[src/rtl/round_robin_thread_picker_macros.svh]
// assertion macros for the round-robin thread picker
// used by rrtp_ctrl and rrtp_dp; expects a clock i_clk and reset i_rst_n in scope
`ifndef ROUND_ROBIN_THREAD_PICKER_MACROS_SVH
`define ROUND_ROBIN_THREAD_PICKER_MACROS_SVH

// checked property, disabled while reset is held
`define RRTP_ASSERT(lbl, prop, msg) \
    lbl: assert property (@(posedge i_clk) disable iff (!i_rst_n) prop) else $error(msg);

// checked property, also watched during reset
`define RRTP_ASSERT_ALWAYS(lbl, prop, msg) \
    lbl: assert property (@(posedge i_clk) prop) else $error(msg);

`endif

[src/rtl/rrtp_pkg.sv]
// shared types and constants of the round-robin thread picker
// no dependencies
package rrtp_pkg;

    localparam int THREADS_DEF = 16;
    localparam int CORES_DEF   = 4;
    localparam int EVENTS_DEF  = 16;

    // request kinds
    localparam logic [2:0] REQ_NEW     = 3'd0;
    localparam logic [2:0] REQ_EXIT    = 3'd1;
    localparam logic [2:0] REQ_WAIT    = 3'd2;
    localparam logic [2:0] REQ_SIGNAL  = 3'd3;
    localparam logic [2:0] REQ_UNBLOCK = 3'd4;
    localparam logic [2:0] REQ_RESCHED = 3'd5;

    // result status codes
    localparam logic [1:0] STS_DONE    = 2'd0;
    localparam logic [1:0] STS_NONE    = 2'd1;
    localparam logic [1:0] STS_PENDING = 2'd2;

    // slot states
    localparam logic [2:0] SL_FREE  = 3'd0;
    localparam logic [2:0] SL_IDLE  = 3'd1;
    localparam logic [2:0] SL_RUN   = 3'd2;
    localparam logic [2:0] SL_BLOCK = 3'd3;
    localparam logic [2:0] SL_DEAD  = 3'd4;

    typedef enum logic [2:0] {
        S_IDLE,
        S_EXEC,
        S_SCAN,
        S_FIN,
        S_OUT
    } t_state;

    // controller to datapath
    typedef struct packed {
        logic load;
        logic exec;
        logic scan;
        logic fin;
        logic out_load;
    } t_cmd;

    // datapath to controller
    typedef struct packed {
        logic need_scan;
        logic scan_end;
    } t_sts;

endpackage

[src/rtl/round_robin_thread_picker.sv]
// top level of the round-robin thread picker
// depends on rrtp_pkg, rrtp_ctrl and rrtp_dp
//
// Thread slot scheduler with per-slot core affinity. One request item in, one result
// item out. Create, signal, unblock, wait on a pending event and ignored requests put
// their result in the output register straight after the execute state. Exit, wait and
// reschedule walk the slot table one slot per cycle from the starting slot until a
// runnable slot is found, at most THREADS slots, before the finish and output states.
// The single slot scan in the datapath sets how long these requests take. A new item is
// taken once the previous one has reached the output register; a stalled result holds
// the next one at the output stage.
module round_robin_thread_picker #(
    parameter int THREADS = rrtp_pkg::THREADS_DEF,
    parameter int CORES   = rrtp_pkg::CORES_DEF,
    parameter int EVENTS  = rrtp_pkg::EVENTS_DEF
) (
    input  logic        i_clk,
    input  logic        i_rst_n,
    input  logic        i_s_tvalid,
    output logic        o_s_tready,
    input  logic [15:0] i_s_tdata,   // core_id, thread_id, affinity, event_id
    input  logic [2:0]  i_s_tuser,   // req_type
    output logic        o_m_tvalid,
    input  logic        i_m_tready,
    output logic [23:0] o_m_tdata    // status, next_thread, switched, freed_mask
);

    rrtp_pkg::t_cmd w_cmd;
    rrtp_pkg::t_sts w_sts;
    logic [1:0]     w_status;
    logic [3:0]     w_next;
    logic           w_sw;
    logic [15:0]    w_freed;

    rrtp_ctrl u_ctrl (
        .i_clk       (i_clk),
        .i_rst_n     (i_rst_n),
        .i_in_valid  (i_s_tvalid),
        .o_in_ready  (o_s_tready),
        .o_out_valid (o_m_tvalid),
        .i_out_ready (i_m_tready),
        .o_cmd       (w_cmd),
        .i_sts       (w_sts)
    );

    rrtp_dp #(
        .THREADS (THREADS),
        .CORES   (CORES),
        .EVENTS  (EVENTS)
    ) u_dp (
        .i_clk         (i_clk),
        .i_rst_n       (i_rst_n),
        .i_req_type    (i_s_tuser),
        .i_core_id     (i_s_tdata[1:0]),
        .i_thread_id   (i_s_tdata[5:2]),
        .i_affinity    (i_s_tdata[9:6]),
        .i_event_id    (i_s_tdata[13:10]),
        .i_cmd         (w_cmd),
        .o_sts         (w_sts),
        .o_status      (w_status),
        .o_next_thread (w_next),
        .o_switched    (w_sw),
        .o_freed_mask  (w_freed)
    );

    // result packing
    assign o_m_tdata = {1'b0, w_freed, w_sw, w_next, w_status};

endmodule

[src/rtl/rrtp_ctrl.sv]
// sequencer of the round-robin thread picker: accept, execute, scan, finish, output
// depends on rrtp_pkg and round_robin_thread_picker_macros.svh
`include "round_robin_thread_picker_macros.svh"

module rrtp_ctrl (
    input  logic           i_clk,
    input  logic           i_rst_n,
    input  logic           i_in_valid,
    output logic           o_in_ready,
    output logic           o_out_valid,
    input  logic           i_out_ready,
    output rrtp_pkg::t_cmd o_cmd,
    input  rrtp_pkg::t_sts i_sts
);

    rrtp_pkg::t_state r_state, n_state;
    logic             r_out_valid, n_out_valid;
    logic             w_out_free;

    assign w_out_free  = !r_out_valid || i_out_ready;
    assign o_in_ready  = (r_state == rrtp_pkg::S_IDLE);
    assign o_out_valid = r_out_valid;

    // state and output valid registers
    always_ff @(posedge i_clk) begin
        if (!i_rst_n) begin
            r_state     <= rrtp_pkg::S_IDLE;
            r_out_valid <= 1'b0;
        end else begin
            r_state     <= n_state;
            r_out_valid <= n_out_valid;
        end
    end

    // next state and commands
    always_comb begin
        n_state     = r_state;
        n_out_valid = r_out_valid && !i_out_ready;
        o_cmd       = '0;
        case (r_state)
            rrtp_pkg::S_IDLE: begin
                if (i_in_valid) begin
                    o_cmd.load = 1'b1;
                    n_state    = rrtp_pkg::S_EXEC;
                end
            end
            rrtp_pkg::S_EXEC: begin
                o_cmd.exec = 1'b1;
                n_state    = i_sts.need_scan ? rrtp_pkg::S_SCAN : rrtp_pkg::S_OUT;
            end
            rrtp_pkg::S_SCAN: begin
                o_cmd.scan = 1'b1;
                if (i_sts.scan_end) n_state = rrtp_pkg::S_FIN;
            end
            rrtp_pkg::S_FIN: begin
                o_cmd.fin = 1'b1;
                n_state   = rrtp_pkg::S_OUT;
            end
            rrtp_pkg::S_OUT: begin
                if (w_out_free) begin
                    o_cmd.out_load = 1'b1;
                    n_out_valid    = 1'b1;
                    n_state        = rrtp_pkg::S_IDLE;
                end
            end
            default: n_state = rrtp_pkg::S_IDLE;
        endcase
    end

    // checks
    `RRTP_ASSERT(a_accept_exec, (i_in_valid && o_in_ready) |=> (r_state == rrtp_pkg::S_EXEC), "accepted item not executed")
    `RRTP_ASSERT(a_load_valid, o_cmd.out_load |=> r_out_valid, "result load lost")
    `RRTP_ASSERT(a_scan_fin, ((r_state == rrtp_pkg::S_SCAN) && i_sts.scan_end) |=> (r_state == rrtp_pkg::S_FIN), "scan end missed")

endmodule

[src/rtl/rrtp_dp.sv]
// datapath of the round-robin thread picker: slot table, event flags, scan unit, result
// depends on rrtp_pkg and round_robin_thread_picker_macros.svh
`include "round_robin_thread_picker_macros.svh"

module rrtp_dp #(
    parameter int THREADS = rrtp_pkg::THREADS_DEF,
    parameter int CORES   = rrtp_pkg::CORES_DEF,
    parameter int EVENTS  = rrtp_pkg::EVENTS_DEF
) (
    input  logic           i_clk,
    input  logic           i_rst_n,
    input  logic [2:0]     i_req_type,
    input  logic [1:0]     i_core_id,
    input  logic [3:0]     i_thread_id,
    input  logic [3:0]     i_affinity,
    input  logic [3:0]     i_event_id,
    input  rrtp_pkg::t_cmd i_cmd,
    output rrtp_pkg::t_sts o_sts,
    output logic [1:0]     o_status,
    output logic [3:0]     o_next_thread,
    output logic           o_switched,
    output logic [15:0]    o_freed_mask
);

    localparam int TW = $clog2(THREADS);
    localparam int CW = (CORES > 1) ? $clog2(CORES) : 1;
    localparam int EW = (EVENTS > 1) ? $clog2(EVENTS) : 1;

    // latched request
    logic [2:0] r_req;
    logic [1:0] r_core;
    logic [3:0] r_tid;
    logic [3:0] r_aff;
    logic [3:0] r_ev;

    // slot table and events
    logic [2:0]    r_sstate [THREADS];
    logic [3:0]    r_saff   [THREADS];
    logic [3:0]    r_swev   [THREADS];
    logic          r_shas   [THREADS];
    logic [EVENTS-1:0] r_pend;
    logic [TW-1:0] r_cact   [CORES];

    // scan and result
    logic [TW-1:0] r_idx;
    logic [TW-1:0] r_cnt;
    logic          r_found;
    logic [TW-1:0] r_pick;
    logic [1:0]    r_res_st;
    logic [3:0]    r_res_nxt;
    logic          r_res_sw;
    logic [15:0]   r_freed;
    logic [1:0]    r_out_st;
    logic [3:0]    r_out_nxt;
    logic          r_out_sw;
    logic [15:0]   r_out_freed;

    logic [CW+1:0] w_cext;
    logic [CW-1:0] w_cidx;
    logic          w_core_ok;
    logic          w_req_ok;
    logic [TW-1:0] w_act;
    logic [TW+3:0] w_act_ext;
    logic [TW+3:0] w_tid_ext;
    logic [TW-1:0] w_tid;
    logic          w_tid_ok;
    logic [EW+3:0] w_ev_ext;
    logic [EW-1:0] w_ev;
    logic          w_ev_ok;
    logic [2:0]    w_act_st;
    logic [2:0]    w_cur_st;
    logic [EW+3:0] w_cur_ev_ext;
    logic [EW-1:0] w_cur_ev;
    logic          w_hit_idle;
    logic          w_hit_block;
    logic [TW+3:0] w_idx_ext;
    logic [TW+3:0] w_pick_ext;

    // index decoding
    assign w_cext    = {{CW{1'b0}}, r_core};
    assign w_cidx    = w_cext[CW-1:0];
    assign w_core_ok = ({30'd0, r_core} < CORES);
    assign w_req_ok  = (r_req <= rrtp_pkg::REQ_RESCHED);
    assign w_act     = w_core_ok ? r_cact[w_cidx] : '0;
    assign w_act_ext = {4'd0, w_act};
    assign w_tid_ext = {{TW{1'b0}}, r_tid};
    assign w_tid     = w_tid_ext[TW-1:0];
    assign w_tid_ok  = ({28'd0, r_tid} < THREADS);
    assign w_ev_ext  = {{EW{1'b0}}, r_ev};
    assign w_ev      = w_ev_ext[EW-1:0];
    assign w_ev_ok   = ({28'd0, r_ev} < EVENTS);
    assign w_act_st  = r_sstate[w_act];

    // current scan slot
    assign w_cur_st     = r_sstate[r_idx];
    assign w_cur_ev_ext = {{EW{1'b0}}, r_swev[r_idx]};
    assign w_cur_ev     = w_cur_ev_ext[EW-1:0];
    assign w_hit_idle   = (w_cur_st == rrtp_pkg::SL_IDLE) && r_saff[r_idx][r_core];
    assign w_hit_block  = (w_cur_st == rrtp_pkg::SL_BLOCK) && r_shas[r_idx] && r_pend[w_cur_ev];
    assign w_idx_ext    = {4'd0, r_idx};
    assign w_pick_ext   = {4'd0, r_pick};

    // status to controller
    always_comb begin
        o_sts.need_scan = 1'b0;
        if (w_core_ok && w_req_ok) begin
            case (r_req)
                rrtp_pkg::REQ_EXIT, rrtp_pkg::REQ_RESCHED: o_sts.need_scan = 1'b1;
                rrtp_pkg::REQ_WAIT: o_sts.need_scan = w_ev_ok && !r_pend[w_ev];
                default: o_sts.need_scan = 1'b0;
            endcase
        end
        o_sts.scan_end = w_hit_idle || w_hit_block || ({{(32-TW){1'b0}}, r_cnt} == THREADS - 1);
    end

    // request latch
    always_ff @(posedge i_clk) begin
        if (i_cmd.load) begin
            r_req  <= i_req_type;
            r_core <= i_core_id;
            r_tid  <= i_thread_id;
            r_aff  <= i_affinity;
            r_ev   <= i_event_id;
        end
    end

    // slot table, events, scan
    always_ff @(posedge i_clk) begin
        if (!i_rst_n) begin
            for (int k = 0; k < THREADS; k++) begin
                r_sstate[k] <= (k < CORES) ? rrtp_pkg::SL_RUN : rrtp_pkg::SL_FREE;
                r_saff[k]   <= (k < CORES) ? 4'(1 << k) : 4'd0;
                r_swev[k]   <= 4'd0;
                r_shas[k]   <= 1'b0;
            end
            for (int k = 0; k < CORES; k++) begin
                r_cact[k] <= (k < THREADS) ? TW'(k) : '0;
            end
            r_pend  <= '0;
            r_found <= 1'b0;
        end else if (i_cmd.exec) begin
            r_cnt     <= '0;
            r_idx     <= '0;
            r_found   <= 1'b0;
            r_freed   <= '0;
            r_res_st  <= rrtp_pkg::STS_DONE;
            r_res_nxt <= w_act_ext[3:0];
            r_res_sw  <= 1'b0;
            if (!(w_core_ok && w_req_ok)) begin
                r_res_nxt <= 4'd0;
            end else begin
                case (r_req)
                    rrtp_pkg::REQ_NEW: begin
                        if (w_tid_ok && r_sstate[w_tid] == rrtp_pkg::SL_FREE) begin
                            r_sstate[w_tid] <= rrtp_pkg::SL_IDLE;
                            r_saff[w_tid]   <= r_aff;
                            r_swev[w_tid]   <= 4'd0;
                            r_shas[w_tid]   <= 1'b0;
                        end
                    end
                    rrtp_pkg::REQ_EXIT: begin
                        if (w_act_st != rrtp_pkg::SL_FREE) r_sstate[w_act] <= rrtp_pkg::SL_DEAD;
                    end
                    rrtp_pkg::REQ_WAIT: begin
                        if (w_ev_ok && r_pend[w_ev]) begin
                            r_pend[w_ev] <= 1'b0;
                            r_res_st     <= rrtp_pkg::STS_PENDING;
                        end else if (w_ev_ok && (w_act_st == rrtp_pkg::SL_IDLE ||
                                                 w_act_st == rrtp_pkg::SL_RUN)) begin
                            r_sstate[w_act] <= rrtp_pkg::SL_BLOCK;
                            r_swev[w_act]   <= r_ev;
                            r_shas[w_act]   <= 1'b1;
                        end
                    end
                    rrtp_pkg::REQ_SIGNAL: begin
                        if (w_ev_ok) r_pend[w_ev] <= 1'b1;
                    end
                    rrtp_pkg::REQ_UNBLOCK: begin
                        if (w_tid_ok && r_sstate[w_tid] == rrtp_pkg::SL_BLOCK) begin
                            r_sstate[w_tid] <= rrtp_pkg::SL_IDLE;
                            r_shas[w_tid]   <= 1'b0;
                        end
                    end
                    rrtp_pkg::REQ_RESCHED: begin
                        // resume after the active slot only if it is still live
                        if ((w_act_st == rrtp_pkg::SL_IDLE || w_act_st == rrtp_pkg::SL_RUN) &&
                            ({{(32-TW){1'b0}}, w_act} != THREADS - 1))
                            r_idx <= w_act + 1'b1;
                    end
                    default: r_res_nxt <= 4'd0;
                endcase
            end
        end else if (i_cmd.scan) begin
            r_cnt <= r_cnt + 1'b1;
            r_idx <= ({{(32-TW){1'b0}}, r_idx} == THREADS - 1) ? '0 : r_idx + 1'b1;
            if (w_cur_st == rrtp_pkg::SL_DEAD) begin
                r_sstate[r_idx] <= rrtp_pkg::SL_FREE;
                r_shas[r_idx]   <= 1'b0;
                if (w_idx_ext[TW+3:4] == '0) r_freed[w_idx_ext[3:0]] <= 1'b1;
            end else if (w_hit_idle) begin
                r_found <= 1'b1;
                r_pick  <= r_idx;
            end else if (w_hit_block) begin
                r_pend[w_cur_ev] <= 1'b0;
                r_found          <= 1'b1;
                r_pick           <= r_idx;
            end
        end else if (i_cmd.fin) begin
            if (r_found) begin
                if (w_act_st == rrtp_pkg::SL_RUN) r_sstate[w_act] <= rrtp_pkg::SL_IDLE;
                r_sstate[r_pick] <= rrtp_pkg::SL_RUN;
                r_shas[r_pick]   <= 1'b0;
                r_cact[w_cidx]   <= r_pick;
                r_res_st         <= rrtp_pkg::STS_DONE;
                r_res_nxt        <= w_pick_ext[3:0];
                r_res_sw         <= (r_pick != w_act);
            end else begin
                r_res_st  <= rrtp_pkg::STS_NONE;
                r_res_nxt <= w_act_ext[3:0];
                r_res_sw  <= 1'b0;
            end
        end
    end

    // output register
    always_ff @(posedge i_clk) begin
        if (i_cmd.out_load) begin
            r_out_st    <= r_res_st;
            r_out_nxt   <= r_res_nxt;
            r_out_sw    <= r_res_sw;
            r_out_freed <= r_freed;
        end
    end

    assign o_status      = r_out_st;
    assign o_next_thread = r_out_nxt;
    assign o_switched    = r_out_sw;
    assign o_freed_mask  = r_out_freed;

    // checks
    `RRTP_ASSERT(a_fin_found, (i_cmd.fin && r_found) |=> (r_sstate[$past(r_pick)] == rrtp_pkg::SL_RUN), "picked slot not running")
    `RRTP_ASSERT(a_one_cmd, $onehot0(i_cmd), "more than one command at once")
    `RRTP_ASSERT(a_idle_hit, (i_cmd.scan && w_hit_idle) |=> r_found, "idle slot hit not recorded")

endmodule
[config.mk]
export PLATFORM = sky130hd
export DESIGN_NAME = round_robin_thread_picker
export DESIGN_NICKNAME = d
export VERILOG_FILES = /design/src/rtl/rrtp_pkg.sv /design/src/rtl/round_robin_thread_picker.sv /design/src/rtl/rrtp_ctrl.sv /design/src/rtl/rrtp_dp.sv
export VERILOG_INCLUDE_DIRS = /design/src /design/src/rtl
export SDC_FILE = /design/constraint.sdc
export NUM_CORES = 1
export LEC_CHECK = 0
export BUFFER_PORTS_ARGS = -buffer_cell sky130_fd_sc_hd__buf_4
export CAP_MARGIN = 10
export CORE_MARGIN = 4
export CORE_UTILIZATION = 57
export CTS_BUF_LIST = sky130_fd_sc_hd__clkbuf_4 sky130_fd_sc_hd__clkbuf_8 sky130_fd_sc_hd__clkbuf_16
export CTS_CLUSTER_SIZE = 28
export DETAILED_ROUTE_END_ITERATION = 10
export PLACE_DENSITY_LB_ADDON = 0.25
export RECOVER_POWER = 100
export SYNTH_ARGS = -nofsm -noshare
export SYNTH_HDL_FRONTEND = slang
export SYNTH_HIERARCHICAL = 1
export SYNTH_SLANG_ARGS = --single-unit
[constraint.sdc]
create_clock -name i_clk -period 3.65 [get_ports i_clk]
set_input_delay 0.73 -clock i_clk [delete_from_list [all_inputs] [get_ports i_clk]]
set_output_delay 0.73 -clock i_clk [all_outputs]
set_load 0.005 [all_outputs]
==> results.sh <==
export IMPL_place_gp_congestion=0.956
export IMPL_worst_setup_path_end_kind="flip-flop"
export IMPL_grt_max_degree=50
export IMPL_wl_per_cell_um=24.4
export IMPL_cts_max_path_buffers=3
export IMPL_grt_pass1_wl_mm=69.2
export IMPL_postLayoutSetupSlackWorst_ns=-0.369
export IMPL_grt_pass1_vias=12300
export IMPL_drt_iter0_markers=1731
export IMPL_synth_compound_area_frac=0.0937
export IMPL_synth_adder_area_share=0.00465
export IMPL_clock_power_share=0.389
export IMPL_rows=61
export IMPL_finalCritPeriodShare=1.10
export IMPL_fin_cells=2014
export IMPL_final_util=0.765
export IMPL_antenna_cells=0
export IMPL_synth_enable_flop_cells=219
export IMPL_clk_latency_ns=0.53
export IMPL_place_inst=1890
export IMPL_synth_distinct_cells=86
export IMPL_fin_worst_skew_ns=0.0303
export IMPL_post_drt_via_cell_ratio=6.52
export IMPL_power_leakage_nw=7.95
export IMPL_wirelength_mm=49.2
export IMPL_synth_top_family_by_area="multiplexers"
export IMPL_synth_simple_area_share=0.167
export IMPL_ys_top_cells_by_area="edfxtp_1 (41%), dfxtp_1 (12%), mux4_2 (11%)"
export IMPL_post_dp_cell_area_um2=18100
export IMPL_powerDensity_nw_per_um2=399
export IMPL_yosys_register_bits=314
export IMPL_grt_use_met3=0.0512
export IMPL_drv_cap=0
export IMPL_outcome="complete, but fails checks"
export IMPL_drc=0
export IMPL_p_switching_w=0.00216
export IMPL_postCtsHoldBufs=0
export IMPL_internal_power_w=0.00634
export IMPL_place_hpwl_mm=31.2
export IMPL_cts_root_buf="clkbuf_16"
export IMPL_h_tree_depth=2
export IMPL_die_x_um=176
export IMPL_ys_warn_count=6
export IMPL_p_comb_frac=0.138
export IMPL_postSynthCellCount=1379
export IMPL_synth_ff_type="edfxtp_1"
export IMPL_drt_antenna_violating_nets=0
export IMPL_placement_io_buffers=45
export IMPL_io_pins=49
export IMPL_vdd_ir_drop_max_mv=0.529
export IMPL_p_seq_frac=0.473
export IMPL_die_h_um=176
export IMPL_synth_mux_area_fraction=0.175
export IMPL_p_sw_frac=0.254
export IMPL_worst_slew_pin_slew_ns=1.41
export IMPL_max_slew_margin=0.0594
export IMPL_cts_sinks=314
export IMPL_dr_pass1_iters=5
export IMPL_grt_usage=0.285
export IMPL_synthArstFlopShare=0
export IMPL_crit_type="flip-flop to flip-flop"
export IMPL_rsz0062_at_grt="yes"
export IMPL_grt_busiest_layer="met2"
export IMPL_start_util=0.580
export IMPL_max_freq_mhz=249
export IMPL_fin_tns_setup_ns=-22.48
export IMPL_fin_crit_ns=4.02
export IMPL_finalHoldViolCount=0
export IMPL_nets=1638
export IMPL_arrival_ns=4.40
export IMPL_final_area_um2=21300
export IMPL_cts_tree="yes"
export IMPL_violations="negative setup slack"
export IMPL_vias=13100
export IMPL_drive_above_1_share=0.385
export IMPL_slew_viol_final=0
export IMPL_hold_path_class="primary input to flip-flop"
export IMPL_syn_to_final_growth_pct=31.9
export IMPL_gr_usage_met1=0.386
export IMPL_antenna_found_initial=0
export IMPL_met2_usage=0.464
export IMPL_cts_buffers_inserted=35
export IMPL_clk_pin_slew_ns=0.06
export IMPL_worstPathRequired_ns=4.03
export IMPL_synth_xor_area_frac=0.00596
export IMPL_grt_remaining_overflow=0
export IMPL_crit_fanout=7
export IMPL_synth_seq_area_share=0.525
export IMPL_synth_area_um2=16200
export IMPL_syn_nets=1408
export IMPL_synth_top_area_share=0.407
export IMPL_die_area_um2=31100
export IMPL_yosys_area_top_type="edfxtp_1"
export IMPL_startpoint_type="flip-flop"
export IMPL_setup_viol=168
export IMPL_avgSynthCellArea_um2=11.7
export IMPL_core_area_um2=27900
-- cells by family (layout without fill, tap and decap cells) --
logic type / count (synthesis) / count (layout)
XOR/XNOR: 11 / 11
other: 1 / 1
multiplexers: 179 / 180
flip-flops: 314 / 314
buffers and inverters: 105 / 361
AND/OR/NAND/NOR: 547 / 547
AO/OA/AOI/OAI: 216 / 216
adder cells (fa/ha/maj): 6 / 6
-- worst max-delay path, stage by stage, from the launching register on --
cell and delay (ns):
dfxtp_4 0.45, buf_12 0.17, mux4_2 0.52, mux2i_1 0.36, nand2b_1 0.18, o32ai_2 0.09, buf_4 0.17, nand4b_1 0.25
nor2_1 0.11, o21ai_0 0.52, o211ai_1 0.31, buf_4 0.25, o311ai_4 0.34, o41ai_2 0.17
-- path summary, 6_finish.rpt --
path	from	endpoint	slack (ns)	cells past startpoint
max	flip-flop	u_dp/r_shas[11]	-0.37	13
min	i_s_tdata[6]	u_dp/r_aff[0]	0.41	1
max reg2reg	flip-flop	u_dp/r_shas[11]	-0.37	13
min reg2reg	u_dp/r_res_nxt[3]	u_dp/o_next_thread[3]	0.42	0
-- power by group through the flow --
| stage | logic, W | clock network (W) | registers (W) |
|---|---|---|---|
| 2_1_floorplan | 0.000617 | 0 | 0.00401 |
| 3_3_place_gp | 0.000919 | 0 | 0.00408 |
| 3_5_place_dp | 0.000933 | 0 | 0.00409 |
| 4_1_cts | 0.00102 | 0.00334 | 0.00401 |
| 5_1_grt | 0.00123 | 0.00348 | 0.00403 |
| 6_report | 0.00117 | 0.00330 | 0.00402 |
-- per-stage QoR --
stage	setup WS [ns]	total power (W)	hold slack (ns)
3_5_place_dp	-0.389	0.00502	0.405
6_report	-0.369	0.00850	0.410
5_1_grt	-0.474	0.00874	0.402
3_3_place_gp	-0.328	0.00500	0.402
2_1_floorplan	0.0117	0.00463	0.400
4_1_cts	-0.143	0.00837	0.375
-- repair_timing --
action                     in CTS  in global routing
gates cloned                    1                  6
setup endpoints to repair     171                221
resized for setup              94                315
setup buffers                  22                 41
pin swaps                      34                 91
hold endpoints to repair        0                  0
-- flip-flops by register name (all words and copies together), names as in the netlist, 3 cells and up, named ones only --
register and cells:
u_dp/r_res_nxt 4, u_dp/r_swev 64, u_dp/r_req 3, u_dp/r_aff 4, u_dp/r_pick 4, u_dp/r_saff 64
u_ctrl/r_state 3, u_dp/r_tid 4, u_dp/r_idx 4, u_dp/r_freed 16, u_dp/r_sstate 48, u_dp/r_cnt 4
u_dp/o_freed_mask 16, u_dp/r_ev 4, u_dp/r_shas 16, u_dp/r_cact 16, u_dp/o_next_thread 4
-- area by class of cell --
cell class,instances,area [um2]
multi-input cells,961,8560
flip-flops and latches,314,8490
repair buffers,274,2610
clock buffers,47,983
well taps,378,473
fillers,1668,6550
inverters,23,101
clock inverters,17,93.8
-- cells in the final DEF, fill, tap and decap left out, drive strengths merged, types with 7 or more instances in the layout --
master,count
clkbuf,99
or3,9
edfxtp,219
clkinv,18
mux4,82
nand2,120
o31ai,11
nand3,56
xnor2,9
inv,22
a21oi,34
and3,7
a22oi,7
a31oi,27
o22ai,8
mux2,16
nor2b,11
or2,12
dfxtp,95
nor3,42
and2,75
o211ai,29
buf,222
mux2i,82
nand2b,35
nor2,151
o21ai,51
-- Yosys cell counts (all sizes together) (35+ instances only) --
| cell | instances |
|---|---|
| edfxtp | 219 |
| nor2 | 151 |
| nand2 | 120 |
| dfxtp | 95 |
| mux2i | 82 |
| mux4 | 81 |
| and2 | 75 |
| nand3 | 56 |
| clkbuf | 53 |
| o21ai | 51 |
| nor3 | 42 |
| nand2b | 35 |
-- per-layer routing --
layer / share of wire / routed length, um
met2: 0.49 / 24100
met5: 0 / 0
met3: 0.083 / 4090
met4: 0.047 / 2310
met1: 0.38 / 18600
Power figures use the tool's default switching activity.
